[src/rtl/core/tbc_pkg.sv]
// Shared types, constants and the pair-code table of the trace base caller.
// No dependencies; every other file of the block refers to it by scope.
`default_nettype none

package tbc_pkg;

   localparam int AmpW    = 16;
   localparam int TypeW   = 3;
   localparam int CodeW   = 4;
   localparam int NumChan = 4;
   localparam int CsrAddrW = 2;

   typedef logic [AmpW-1:0] amp_type;

   typedef enum logic [TypeW-1:0] {
      BASE_N = 3'd0,
      BASE_A = 3'd1,
      BASE_C = 3'd2,
      BASE_G = 3'd3,
      BASE_T = 3'd4
   } base_type;

   typedef enum logic [CodeW-1:0] {
      CALL_N = 4'd0,
      CALL_A = 4'd1,
      CALL_C = 4'd2,
      CALL_G = 4'd3,
      CALL_T = 4'd4,
      CALL_M = 4'd5,
      CALL_R = 4'd6,
      CALL_W = 4'd7,
      CALL_S = 4'd8,
      CALL_Y = 4'd9,
      CALL_K = 4'd10
   } call_type;

   // register map
   localparam logic [CsrAddrW-1:0] CSR_BASELINE  = 2'd0;
   localparam logic [CsrAddrW-1:0] CSR_THRESHOLD = 2'd1;

   localparam amp_type BaselineReset  = 16'd0;
   localparam amp_type ThresholdReset = 16'd100;

   typedef struct packed {
      base_type kind;
      amp_type  value;
   } peak_type;

   typedef struct packed {
      peak_type top;
      peak_type second;
   } peaks_type;

   // single base call of a peak type
   function automatic call_type base_call(input base_type b);
      call_type c;
      unique case (b)
         BASE_A:  c = CALL_A;
         BASE_C:  c = CALL_C;
         BASE_G:  c = CALL_G;
         BASE_T:  c = CALL_T;
         default: c = CALL_N;
      endcase
      return c;
   endfunction

   // IUPAC two-base code; pairing with N or with itself gives the base alone
   function automatic call_type pair_code(input base_type top, input base_type sec);
      call_type c;
      c = base_call(top);
      if (top == BASE_N) begin
         c = base_call(sec);
      end else if (sec != BASE_N && sec != top) begin
         priority if ((top == BASE_A && sec == BASE_C) || (top == BASE_C && sec == BASE_A)) begin
            c = CALL_M;
         end else if ((top == BASE_A && sec == BASE_G) || (top == BASE_G && sec == BASE_A)) begin
            c = CALL_R;
         end else if ((top == BASE_A && sec == BASE_T) || (top == BASE_T && sec == BASE_A)) begin
            c = CALL_W;
         end else if ((top == BASE_C && sec == BASE_G) || (top == BASE_G && sec == BASE_C)) begin
            c = CALL_S;
         end else if ((top == BASE_C && sec == BASE_T) || (top == BASE_T && sec == BASE_C)) begin
            c = CALL_Y;
         end else if ((top == BASE_G && sec == BASE_T) || (top == BASE_T && sec == BASE_G)) begin
            c = CALL_K;
         end else begin
            c = base_call(top);
         end
      end
      return c;
   endfunction

endpackage

`default_nettype wire

[src/rtl/core/tbc_if.sv]
// Valid/ready channel interfaces of the trace base caller: sample words,
// call words and register writes. Depends on tbc_pkg.
`default_nettype none

interface tbc_req_if;
   logic             valid;
   logic             ready;
   tbc_pkg::amp_type amp_a;
   tbc_pkg::amp_type amp_c;
   tbc_pkg::amp_type amp_g;
   tbc_pkg::amp_type amp_t;

   modport source (output valid, amp_a, amp_c, amp_g, amp_t, input ready);
   modport sink   (input valid, amp_a, amp_c, amp_g, amp_t, output ready);
endinterface

interface tbc_rsp_if;
   logic                       valid;
   logic                       ready;
   logic [tbc_pkg::CodeW-1:0]  call_code;
   logic [tbc_pkg::TypeW-1:0]  prev_top_type;
   tbc_pkg::amp_type           prev_top_value;

   modport source (output valid, call_code, prev_top_type, prev_top_value, input ready);
   modport sink   (input valid, call_code, prev_top_type, prev_top_value, output ready);
endinterface

interface tbc_csr_if;
   logic                         valid;
   logic                         ready;
   logic [tbc_pkg::CsrAddrW-1:0] addr;
   tbc_pkg::amp_type             wdata;

   modport source (output valid, addr, wdata, input ready);
   modport sink   (input valid, addr, wdata, output ready);
endinterface

`default_nettype wire

[src/rtl/core/tbc_peak_sort.sv]
// Baseline subtraction and top/second peak ranking over the four channels.
// Combinational; depends on tbc_pkg.
`default_nettype none

module tbc_peak_sort (
   input  tbc_pkg::amp_type   amp [tbc_pkg::NumChan],
   input  tbc_pkg::amp_type   baseline,
   output tbc_pkg::peaks_type peaks
);

   always_comb begin
      tbc_pkg::amp_type  pv;
      tbc_pkg::base_type kind;
      peaks.top.kind      = tbc_pkg::BASE_N;
      peaks.top.value     = '0;
      peaks.second.kind   = tbc_pkg::BASE_N;
      peaks.second.value  = '0;
      // channel order A, C, G, T; strict compares keep the earlier one on ties
      for (int ch = 0; ch < tbc_pkg::NumChan; ch++) begin
         // non-positive peaks read as zero and never win a strict compare
         pv   = (amp[ch] > baseline) ? tbc_pkg::AmpW'(amp[ch] - baseline) : '0;
         kind = tbc_pkg::base_type'(tbc_pkg::TypeW'(ch + 1));
         if (peaks.top.value < pv) begin
            peaks.second     = peaks.top;
            peaks.top.kind   = kind;
            peaks.top.value  = pv;
         end else if (peaks.second.value < pv) begin
            peaks.second.kind  = kind;
            peaks.second.value = pv;
         end
      end
   end

endmodule

`default_nettype wire

[src/rtl/core/tbc_call.sv]
// Call decision: drops a weak repeat of the previous top peak, then picks
// N, the top base or the ambiguity code. Combinational; depends on tbc_pkg.
`default_nettype none

module tbc_call (
   input  tbc_pkg::peaks_type peaks,
   input  tbc_pkg::peak_type  last_top,
   input  tbc_pkg::amp_type   threshold,
   output tbc_pkg::call_type  code
);

   tbc_pkg::peak_type second;

   always_comb begin
      second = peaks.second;
      if (last_top.kind == peaks.second.kind && peaks.second.value < last_top.value) begin
         second.kind  = tbc_pkg::BASE_N;
         second.value = '0;
      end
   end

   always_comb begin
      priority if (peaks.top.value == '0) begin
         code = tbc_pkg::CALL_N;
      end else if (second.value < threshold) begin
         code = tbc_pkg::base_call(peaks.top.kind);
      end else begin
         code = tbc_pkg::pair_code(peaks.top.kind, second.kind);
      end
   end

endmodule

`default_nettype wire

[src/rtl/core/trace_base_caller.sv]
// Top level of the trace base caller: input register, peak ranking, call
// decision and result register. Depends on tbc_pkg, tbc_if, tbc_peak_sort, tbc_call.
`default_nettype none

//  channel | dir | word                                   | handshake
//  --------+-----+----------------------------------------+-------------------
//  req_bus | in  | amp_a, amp_c, amp_g, amp_t (16b each)  | valid && ready
//  rsp_bus | out | call_code, prev_top_type, prev_top_value| valid && ready
//  csr_bus | in  | addr (0 baseline, 1 threshold), wdata  | valid && ready
//
//  One word per cycle sustained while rsp is ready; a word passes the input
//  register, then the result register, from req to rsp. The previous-top
//  state is updated as a word moves into the result register, so consecutive
//  words chain with no bubble. Reset (synchronous, high) empties both stages,
//  sets the previous top to N/0, baseline to 0 and threshold to 100. A stalled
//  rsp holds the result register; req stays ready while the input stage is
//  empty or can drain. csr is always ready.

module trace_base_caller (
   input wire logic   clock,
   input wire logic   reset,
   tbc_req_if.sink    req_bus,
   tbc_rsp_if.source  rsp_bus,
   tbc_csr_if.sink    csr_bus
);

   // configuration
   tbc_pkg::amp_type baseline_ff, baseline_in;
   tbc_pkg::amp_type threshold_ff, threshold_in;

   // input stage
   logic             in_valid_ff, in_valid_in;
   tbc_pkg::amp_type in_amp_ff [tbc_pkg::NumChan];

   // previous top peak
   tbc_pkg::peak_type last_top_ff, last_top_in;

   // result stage
   logic              out_valid_ff, out_valid_in;
   tbc_pkg::call_type out_code_ff;
   tbc_pkg::peak_type out_prev_ff;

   tbc_pkg::peaks_type peaks;
   tbc_pkg::call_type  code;

   logic req_take;
   logic advance;   // input stage word moves into the result register

   assign advance  = in_valid_ff && (!out_valid_ff || rsp_bus.ready);
   assign req_take = req_bus.valid && req_bus.ready;

   assign req_bus.ready = !in_valid_ff || !out_valid_ff || rsp_bus.ready;
   assign csr_bus.ready = 1'b1;

   assign rsp_bus.valid          = out_valid_ff;
   assign rsp_bus.call_code      = out_code_ff;
   assign rsp_bus.prev_top_type  = out_prev_ff.kind;
   assign rsp_bus.prev_top_value = out_prev_ff.value;

   tbc_peak_sort u_sort (
      .amp      (in_amp_ff),
      .baseline (baseline_ff),
      .peaks    (peaks)
   );

   tbc_call u_call (
      .peaks     (peaks),
      .last_top  (last_top_ff),
      .threshold (threshold_ff),
      .code      (code)
   );

   // register writes; unmapped addresses are dropped
   always_comb begin
      baseline_in  = baseline_ff;
      threshold_in = threshold_ff;
      if (csr_bus.valid && csr_bus.ready) begin
         unique case (csr_bus.addr)
            tbc_pkg::CSR_BASELINE:  baseline_in  = csr_bus.wdata;
            tbc_pkg::CSR_THRESHOLD: threshold_in = csr_bus.wdata;
            default: ;
         endcase
      end
   end

   always_comb begin
      in_valid_in  = req_take || (in_valid_ff && !advance);
      out_valid_in = advance || (out_valid_ff && !rsp_bus.ready);
      last_top_in  = advance ? peaks.top : last_top_ff;
   end

   always_ff @(posedge clock) begin
      if (reset) begin
         baseline_ff        <= tbc_pkg::BaselineReset;
         threshold_ff       <= tbc_pkg::ThresholdReset;
         in_valid_ff        <= 1'b0;
         out_valid_ff       <= 1'b0;
         last_top_ff.kind   <= tbc_pkg::BASE_N;
         last_top_ff.value  <= '0;
      end else begin
         baseline_ff  <= baseline_in;
         threshold_ff <= threshold_in;
         in_valid_ff  <= in_valid_in;
         out_valid_ff <= out_valid_in;
         last_top_ff  <= last_top_in;
      end
   end

   // payload registers, no reset
   always_ff @(posedge clock) begin
      if (req_take) begin
         in_amp_ff[0] <= req_bus.amp_a;
         in_amp_ff[1] <= req_bus.amp_c;
         in_amp_ff[2] <= req_bus.amp_g;
         in_amp_ff[3] <= req_bus.amp_t;
      end
      if (advance) begin
         out_code_ff <= code;
         out_prev_ff <= last_top_ff;
      end
   end

   // the reported previous top is the state seen when the word was decided
   a_prev_top: assert property (@(posedge clock) disable iff (reset)
      advance |=> (rsp_bus.prev_top_type == $past(last_top_ff.kind)) &&
                  (rsp_bus.prev_top_value == $past(last_top_ff.value)))
      else $error("prev_top not taken from state");

   // a top of N always carries zero, and only N does
   a_top_n_zero: assert property (@(posedge clock) disable iff (reset)
      (last_top_ff.kind == tbc_pkg::BASE_N) == (last_top_ff.value == '0))
      else $error("previous top type and value disagree");

   // an empty input stage never holds off the source
   a_ready_empty: assert property (@(posedge clock) disable iff (reset)
      !in_valid_ff |-> req_bus.ready)
      else $error("req not ready with empty input stage");

   // state only moves when a word is decided
   a_state_hold: assert property (@(posedge clock) disable iff (reset)
      !advance |=> $stable(last_top_ff))
      else $error("previous top changed without a word");

endmodule

`default_nettype wire
[src/flat_wrapper.sv]
// flat-port wrapper written by rule: the top's interface ports become plain ports
module trace_base_caller_flat 
  (clock, reset, req_bus_valid, req_bus_amp_a, req_bus_amp_c, req_bus_amp_g, req_bus_amp_t, req_bus_ready, rsp_bus_valid, rsp_bus_call_code, rsp_bus_prev_top_type, rsp_bus_prev_top_value, rsp_bus_ready, csr_bus_valid, csr_bus_addr, csr_bus_wdata, csr_bus_ready);
  tbc_req_if req_bus_i ();
  tbc_rsp_if rsp_bus_i ();
  tbc_csr_if csr_bus_i ();
  input wire logic clock;
  input wire logic reset;
  input wire logic [$bits(req_bus_i.valid)-1:0] req_bus_valid;
  input wire logic [$bits(req_bus_i.amp_a)-1:0] req_bus_amp_a;
  input wire logic [$bits(req_bus_i.amp_c)-1:0] req_bus_amp_c;
  input wire logic [$bits(req_bus_i.amp_g)-1:0] req_bus_amp_g;
  input wire logic [$bits(req_bus_i.amp_t)-1:0] req_bus_amp_t;
  output wire logic [$bits(req_bus_i.ready)-1:0] req_bus_ready;
  output wire logic [$bits(rsp_bus_i.valid)-1:0] rsp_bus_valid;
  output wire logic [$bits(rsp_bus_i.call_code)-1:0] rsp_bus_call_code;
  output wire logic [$bits(rsp_bus_i.prev_top_type)-1:0] rsp_bus_prev_top_type;
  output wire logic [$bits(rsp_bus_i.prev_top_value)-1:0] rsp_bus_prev_top_value;
  input wire logic [$bits(rsp_bus_i.ready)-1:0] rsp_bus_ready;
  input wire logic [$bits(csr_bus_i.valid)-1:0] csr_bus_valid;
  input wire logic [$bits(csr_bus_i.addr)-1:0] csr_bus_addr;
  input wire logic [$bits(csr_bus_i.wdata)-1:0] csr_bus_wdata;
  output wire logic [$bits(csr_bus_i.ready)-1:0] csr_bus_ready;
  assign req_bus_i.valid = req_bus_valid;
  assign req_bus_i.amp_a = req_bus_amp_a;
  assign req_bus_i.amp_c = req_bus_amp_c;
  assign req_bus_i.amp_g = req_bus_amp_g;
  assign req_bus_i.amp_t = req_bus_amp_t;
  assign req_bus_ready = req_bus_i.ready;
  assign rsp_bus_valid = rsp_bus_i.valid;
  assign rsp_bus_call_code = rsp_bus_i.call_code;
  assign rsp_bus_prev_top_type = rsp_bus_i.prev_top_type;
  assign rsp_bus_prev_top_value = rsp_bus_i.prev_top_value;
  assign rsp_bus_i.ready = rsp_bus_ready;
  assign csr_bus_i.valid = csr_bus_valid;
  assign csr_bus_i.addr = csr_bus_addr;
  assign csr_bus_i.wdata = csr_bus_wdata;
  assign csr_bus_ready = csr_bus_i.ready;
  trace_base_caller u_core (.clock(clock), .reset(reset), .req_bus(req_bus_i), .rsp_bus(rsp_bus_i), .csr_bus(csr_bus_i));
endmodule
[config.mk]
export PLATFORM = sky130hd
export DESIGN_NAME = trace_base_caller_flat
export DESIGN_NICKNAME = d
export VERILOG_FILES = /design/src/rtl/core/tbc_pkg.sv /design/src/rtl/core/tbc_if.sv /design/src/rtl/core/tbc_peak_sort.sv /design/src/rtl/core/tbc_call.sv /design/src/rtl/core/trace_base_caller.sv /design/src/flat_wrapper.sv
export SDC_FILE = /design/constraint.sdc
export NUM_CORES = 1
export LEC_CHECK = 0
export BUFFER_PORTS_ARGS = -buffer_cell sky130_fd_sc_hd__buf_2
export CAP_MARGIN = 30
export CORE_MARGIN = 5
export CORE_UTILIZATION = 40
export DETAILED_ROUTE_END_ITERATION = 6
export PLACE_DENSITY = 0.64
export SETUP_SLACK_MARGIN = 0.4
export SLEW_MARGIN = 20
export SYNTH_ARGS = -nofsm -noshare
export SYNTH_HDL_FRONTEND = slang
export SYNTH_SLANG_ARGS = --single-unit
[constraint.sdc]
create_clock -name clock -period 15.84 [get_ports clock]
set_input_delay 4.752 -clock clock [delete_from_list [all_inputs] [get_ports clock]]
set_output_delay 4.752 -clock clock [all_outputs]
set_load 0.005 [all_outputs]
==> results of run 1 <==
## state kept, by name, indices dropped and copies added, names as in the netlist
signal	cells
u_core.threshold_ff	16
u_core.rsp_bus.prev_top_value	16
u_core.in_valid_ff	1
u_core.rsp_bus.valid	1
u_core.baseline_ff	16
u_core.last_top_ff	19
u_core.in_amp_ff	64
u_core.rsp_bus.call_code	4
u_core.rsp_bus.prev_top_type	3
## routing by layer
metal,track usage (%),routed length [um],vias to the layer above
met5,0,0,-
met4,6.956,983,0
met3,3.468,2574,59
met2,33.89,17790,393
met1,29.72,18280,5524
li1,-,-,5859
## cells in the final DEF, fill, tap and decap left out, types with 11 or more instances in the layout
| master | synthesis | layout |
|---|---|---|
| nand2b_1 | 17 | 17 |
| o21ai_0 | 92 | 91 |
| ha_1 | 168 | 168 |
| nand4_1 | 32 | 32 |
| nand3_1 | 24 | 24 |
| a21oi_1 | 145 | 145 |
| nor2b_1 | 18 | 18 |
| o21a_1 | 18 | 18 |
| clkbuf_16 | 0 | 17 |
| dfxtp_1 | 53 | 51 |
| xor2_1 | 19 | 19 |
| nand2_1 | 179 | 179 |
| mux2i_1 | 31 | 28 |
| o211ai_1 | 12 | 12 |
| nor2_1 | 133 | 131 |
| edfxtp_1 | 87 | 87 |
| buf_4 | 3 | 24 |
| and2_1 | 26 | 25 |
| inv_1 | 98 | 97 |
| nor3_1 | 29 | 28 |
| a21o_1 | 30 | 30 |
| a211oi_1 | 38 | 38 |
| buf_2 | 8 | 112 |
| xnor2_1 | 23 | 23 |
| and3_1 | 11 | 11 |
## cells by family (layout without fill, tap and decap cells)
logic type	count (synthesis)	count (layout)
XOR/XNOR	42	42
buffers and inverters	151	267
multiplexers	43	43
AO/OA/AOI/OAI	450	451
flip-flops	140	140
AND/OR/NAND/NOR	532	532
adder cells (fa/ha/maj)	172	172
other	1	1
## path summary, 6_finish.rpt
path | from | end | slack (ns) | depth (start not counted)
worst max-delay path | u_core.baseline_ff[0] | u_core.rsp_bus.call_code[2] | 1.70 | 63
worst min-delay path | u_core.last_top_ff[7] | u_core.rsp_bus.prev_top_value[7] | 0.45 | 0
worst max register to register | u_core.baseline_ff[0] | u_core.rsp_bus.call_code[2] | 1.70 | 63
worst min register to register | u_core.last_top_ff[7] | u_core.rsp_bus.prev_top_value[7] | 0.45 | 0
## what timing repair did
item	CTS	global route
endpoints found under the setup margin	0	4
gates resized for setup	0	23
buffers inserted	0	13
endpoints found under the hold margin	0	0
## power by group through the flow
stage | Clock (mW) | Combinational [mW] | Sequential [mW]
floorplan | 0 | 1.47 | 0.456
global placement | 0 | 1.92 | 0.459
detailed placement | 0 | 1.95 | 0.460
CTS | 0.407 | 1.96 | 0.452
global route | 0.423 | 2.28 | 0.456
finish | 0.399 | 2.06 | 0.452
## layout make-up
class | count | area (um2)
fillers | 3118 | 17120
multi-input cells | 1241 | 8725
flip-flops and latches | 140 | 3676
repair buffers | 137 | 745.7
well taps | 402 | 503.0
clock buffers | 17 | 425.4
inverters | 98 | 371.6
clock inverters | 15 | 150.1
==> metrics, run 1 <==
number of global-route vias before repair 11.25k; fin crit period 14.14 ns; required time worst endpoint 16.04 ns; share of layout cells above drive strength 1 14.38%; switching share of power 49.92%; mux cell area share after synthesis 3.570%; Initial Util 40.66%; # Max-Cap Violations 0; Max VDD drop 0.0001171 V; area leader, netlist edfxtp_1; top_reg_cell synth edfxtp_1; synth unique cells 95; Setup TNS 0 ns; most frequent cell after synthesis nand2_1; Hold Vio Cnt, Final 0; WP data arrival 14.34 ns; antenna diode count 0; final std cells w/o fill 2,050; CTS Buf Count 17; Setup violations, final 0; internal cell power 1.456 mW; kind of path behind the tightest hold check reg2reg; clock share of power 13.7%; Die Wd 189.6 um; Clock Skews 0.01013 ns; wire per inst 19.33 um; worst setup path category reg2reg; IO buf count 111; post-place setup slack 0.8824 ns; syn nets 1,790; Seq/Total Area, Yosys 28.49%; pwr dens 199.2 nW/um2; Final Core Density 46.02%; Vias per Instance 5.773; crit-path max cell delay 0.56 ns; clock latency on the worst-skew pair 0.44 ns; Global Route Usage Sum 21.32%; clk slew on worst S/H paths 0.07 ns; DRT iter0 DRCs 1,117; initial antenna violation count 0; WL final 39,630 um; DR vias 11.84k; Adder-Cell Fraction of Synth Area 16.92%; Synth area leaders edfxtp_1, ha_1, dfxtp_1; top post-synthesis cells by count nand2_1, ha_1, a21oi_1, nor2_1, inv_1; largest family of logic cells by synthesized area compound AO/OA/AOI/OAI gates; CP top delay family compound AO/OA/AOI/OAI gates; post-route cell area 14,600 um2; RePlAce Congestion 0.9634; Crit path top cell by count o21ai_0; Async S/R FF share, synth 0%; simple logic cell fraction of the synthesized area 19.91%; Clock Path Buffers 2; Mapped Cells 1,531; DR DRC count 0; Logic pwr share 70.7%; Max-slew headroom 37.28%; DP Cell Count 2,003; Fmax 70.73 MHz; slowest stage cell, crit path or4_1; setup ws final 1.702 ns; Post-Syn Area 12,900 um2; number of clock sinks 140; Fin Hold WS 0.4454 ns; startpoint types flop; clock root buffer clkbuf_16; io pins 113; Final ANT Viol Nets 0; # rows 65; status complete, no violations; DP Area 13,810 um2; Psw 1.452 mW; CP Capture Type flop; Pre-Repair DR Iteration Count 5; Buf+Inv Stages, Crit Path 4; overall power 2.908 mW; grt ovf 0; HPWL after detailed placement 31,770 um; Core Footprint 31,720 um2; first-pass GRT wire length 60,390 um; Leak 5.990 nW; compound-cell area share of the yosys netlist 23.56%; final worst-path cycle share 89.26%; chip height 189.6 um; RSZ-0062 raised after global routing false; full die area 35,930 um2; CTS H-tree depth 4; top cell type's share of synthesized area 20.26%; CTS tree built; nets@finish 1,894; Layout area overhead 13.19%; register share of total power 15.5%; post-synthesis xor/xnor area fraction 2.852%; final slew viol count 0; hold_buf cts 0; Post-synth EDFFs 87; worst-margin pin slew 0.9408 ns; synth warn 0; largest net degree at the start of global routing 65; syn avg cell area 8.423 um2; crit path max fanout 21; number of synthesized register bits 140
No activity file was read; power rests on OpenSTA's default activity.
==> inputs of run 2 (changes only) <==
- CORE_UTILIZATION: 40 -> 35
- CTS_CLUSTER_SIZE: not set -> 25
- PLACE_DENSITY: 0.64 -> 0.59
==> run 2 against run 1 <==
Effect of this change: die area is 14% higher; final cell count is 2.8% higher; core utilization is 6.0 points lower; worst setup slack worse by 0.29 ns; critical path depth is 9 lower.
==> metrics, run 2 (same netlist as run 1, synthesis figures left out) <==
required time worst endpoint 16.04 ns (about the same); kind of path behind the tightest hold check reg2reg (unchanged); clock latency on the worst-skew pair 0.45 ns (was 0.44 ns); worst setup path category reg2reg (unchanged); RR Endpoint u_core.rsp_bus.call_code[0] (was u_core.rsp_bus.call_code[2]); Fin Hold WS 0.4414 ns (was 0.4454 ns); status complete, no violations (unchanged); Setup TNS 0 ns (unchanged); nets@finish 1,885 (was 1,894); crit-path max cell delay 0.64 ns (was 0.56 ns); io pins 113 (unchanged); worst r2r src u_core.baseline_ff[1] (was u_core.baseline_ff[0]); initial antenna violation count 0 (unchanged); Critical Path Start u_core.baseline_ff[1] (was u_core.baseline_ff[0]); DR WL met2 18,260 um (was 17,790 um); DP Area 13,900 um2 (was 13,810 um2); CTS H-tree depth 4 (unchanged); Initial Util 35.31% (was 40.66%); CTS Buf Count 17 (unchanged); WP data arrival 14.64 ns (was 14.34 ns); Hold Vio Cnt, Final 0 (unchanged); final std cells w/o fill 2,107 (was 2,050); worst-margin pin slew 1.023 ns (was 0.9408 ns); Pre-Repair DR Iteration Count 5 (unchanged); grt ovf 0 (unchanged); DP Cell Count 2,070 (was 2,003); commonest non-fill, non-tap cell in the layout nand2_1 (unchanged); largest reg by FF count u_core.in_amp_ff (unchanged); slowest stage cell, crit path a2111oi_0 (was or4_1); # rows 70 (was 65); chip height 202.0 um (was 189.6 um); DR top layer met4 (unchanged); fin crit period 14.43 ns (was 14.14 ns); DR DRC count 0 (unchanged); wire per inst 19.13 um (was 19.33 um); full die area 40,790 um2 (was 35,930 um2); CP Capture Type flop (unchanged); pwr dens 198.1 nW/um2 (was 199.2 nW/um2); share of layout cells above drive strength 1 13.42% (was 14.38%); Setup violations, final 0 (unchanged); WL final 40,300 um (was 39,630 um); Die Wd 202.0 um (was 189.6 um); DRT iter0 DRCs 907 (was 1,117); post-route cell area 14,610 um2 (was 14,600 um2); final worst-path cycle share 91.11% (was 89.26%); Final ANT Viol Nets 0 (unchanged); Crit path top cell by count o21ai_0 (unchanged); Top Registers u_core.in_amp_ff: 64 flops, u_core.last_top_ff: 19 flops (unchanged); largest net degree at the start of global routing 65 (unchanged); hold_buf cts 0 (unchanged); Core Footprint 36,520 um2 (was 31,720 um2); RePlAce Congestion 0.9758 (was 0.9634); first-pass GRT wire length 62,470 um (was 60,390 um); DR vias 11.69k (was 11.84k); CTS tree built (unchanged); crit path max fanout 34 (was 21); # Max-Cap Violations 0 (unchanged); Max-slew headroom 31.33% (was 37.28%); Post-Route M1 WL 18,830 um (was 18,280 um); Layout area overhead 13.32% (was 13.19%); R2R Setup Slk 1.41 ns (was 1.70 ns); Global Route Usage Sum 19.40% (was 21.32%); Final Core Density 40.01% (was 46.02%); HPWL after detailed placement 32,710 um (was 31,770 um); final slew viol count 0 (unchanged); reg2reg path depth 54 (was 63); Leak 5.981 nW (was 5.990 nW); clock root buffer clkbuf_16 (unchanged); post-place setup slack 0.7243 ns (was 0.8824 ns); Max VDD drop 0.0001297 V (was 0.0001171 V); commonest non-fill, non-tap cells in the layout nand2_1, ha_1, a21oi_1 (unchanged); Fmax 69.29 MHz (was 70.73 MHz); DR WL met3 2344 um (was 2574 um); Largest register FFs 64 (unchanged); overall power 2.895 mW (was 2.908 mW); number of clock sinks 140 (unchanged); IO buf count 111 (unchanged); RSZ-0062 raised after global routing false (unchanged); clk slew on worst S/H paths 0.07 ns (about the same); startpoint types flop (unchanged); Clock Path Buffers 2 (unchanged); setup ws final 1.409 ns (was 1.702 ns); Clock Skews 0.01918 ns (was 0.01013 ns); critical path endpoint u_core.rsp_bus.call_code[0] (was u_core.rsp_bus.call_code[2]); antenna diode count 0 (unchanged); number of global-route vias before repair 11.25k (unchanged); Vias per Instance 5.550 (was 5.773)
## run 2: cell count changes in the layout (fill, tap and decap cells not counted), moves of 2 or more
cell / before / now
a211oi_2: 0 / 2
a211oi_4: 4 / 2
buf_12: 0 / 2
buf_4: 24 / 14
clkbuf_1: 0 / 2
clkbuf_16: 17 / 21
clkinv_2: 0 / 2
clkinvlp_4: 3 / 1
inv_6: 6 / 2
mux2i_1: 28 / 30
## run 2: what timing repair did
item,4_1_cts,5_1_grt
hold endpoints to repair,0,0
resized for setup,0,12
setup buffers,0,3
endpoints found under the setup margin,0,4
## run 2: worst min path at each step
stage                                            end  cells past startpoint                   from
floorplan           u_core.rsp_bus.prev_top_value[1]                      0  u_core.last_top_ff[1]
global placement    u_core.rsp_bus.prev_top_value[7]                      0  u_core.last_top_ff[7]
detailed placement  u_core.rsp_bus.prev_top_value[7]                      0  u_core.last_top_ff[7]
CTS                 u_core.rsp_bus.prev_top_value[7]                      0  u_core.last_top_ff[7]
global route        u_core.rsp_bus.prev_top_value[7]                      0  u_core.last_top_ff[7]
finish              u_core.rsp_bus.prev_top_value[4]                      0  u_core.last_top_ff[4]
## run 2: routing by layer
metal	GRT usage (%)	vias up
met2	31.06	313
met1	26.25	5481
met5	0	-
met3	4.284	51
met4	5.884	0
li1	-	5848
## run 2: worst max-delay path: cells and delay by family (launching register included)
family	cells	cell delay (ns)
DFF	1	0.45
muxes	1	0.45
buffers and inverters	5	1.26
and+or+nand+nor	15	2.85
adders and majority gates	6	2.14
AOI/OAI and AO/OA	27	6.98
## run 2: final cells by class
type | count | area, um2
Clock inverter | 9 | 70.07
Sequential cell | 140 | 3675
Timing Repair Buffer | 129 | 710.7
Tap cell | 468 | 585.6
Clock buffer | 23 | 533.0
Fill cell | 3715 | 21910
Inverter | 98 | 367.9
Multi-Input combinational cell | 1240 | 8672
## run 2: where the power goes
group	leakage (nW)	total, mW	internal (mW)	switching, mW
registers	1.28	0.452	0.436	0.0162
logic	4.40	2.04	0.790	1.25
clock network	0.297	0.405	0.240	0.165
total	5.98	2.89	1.47	1.43
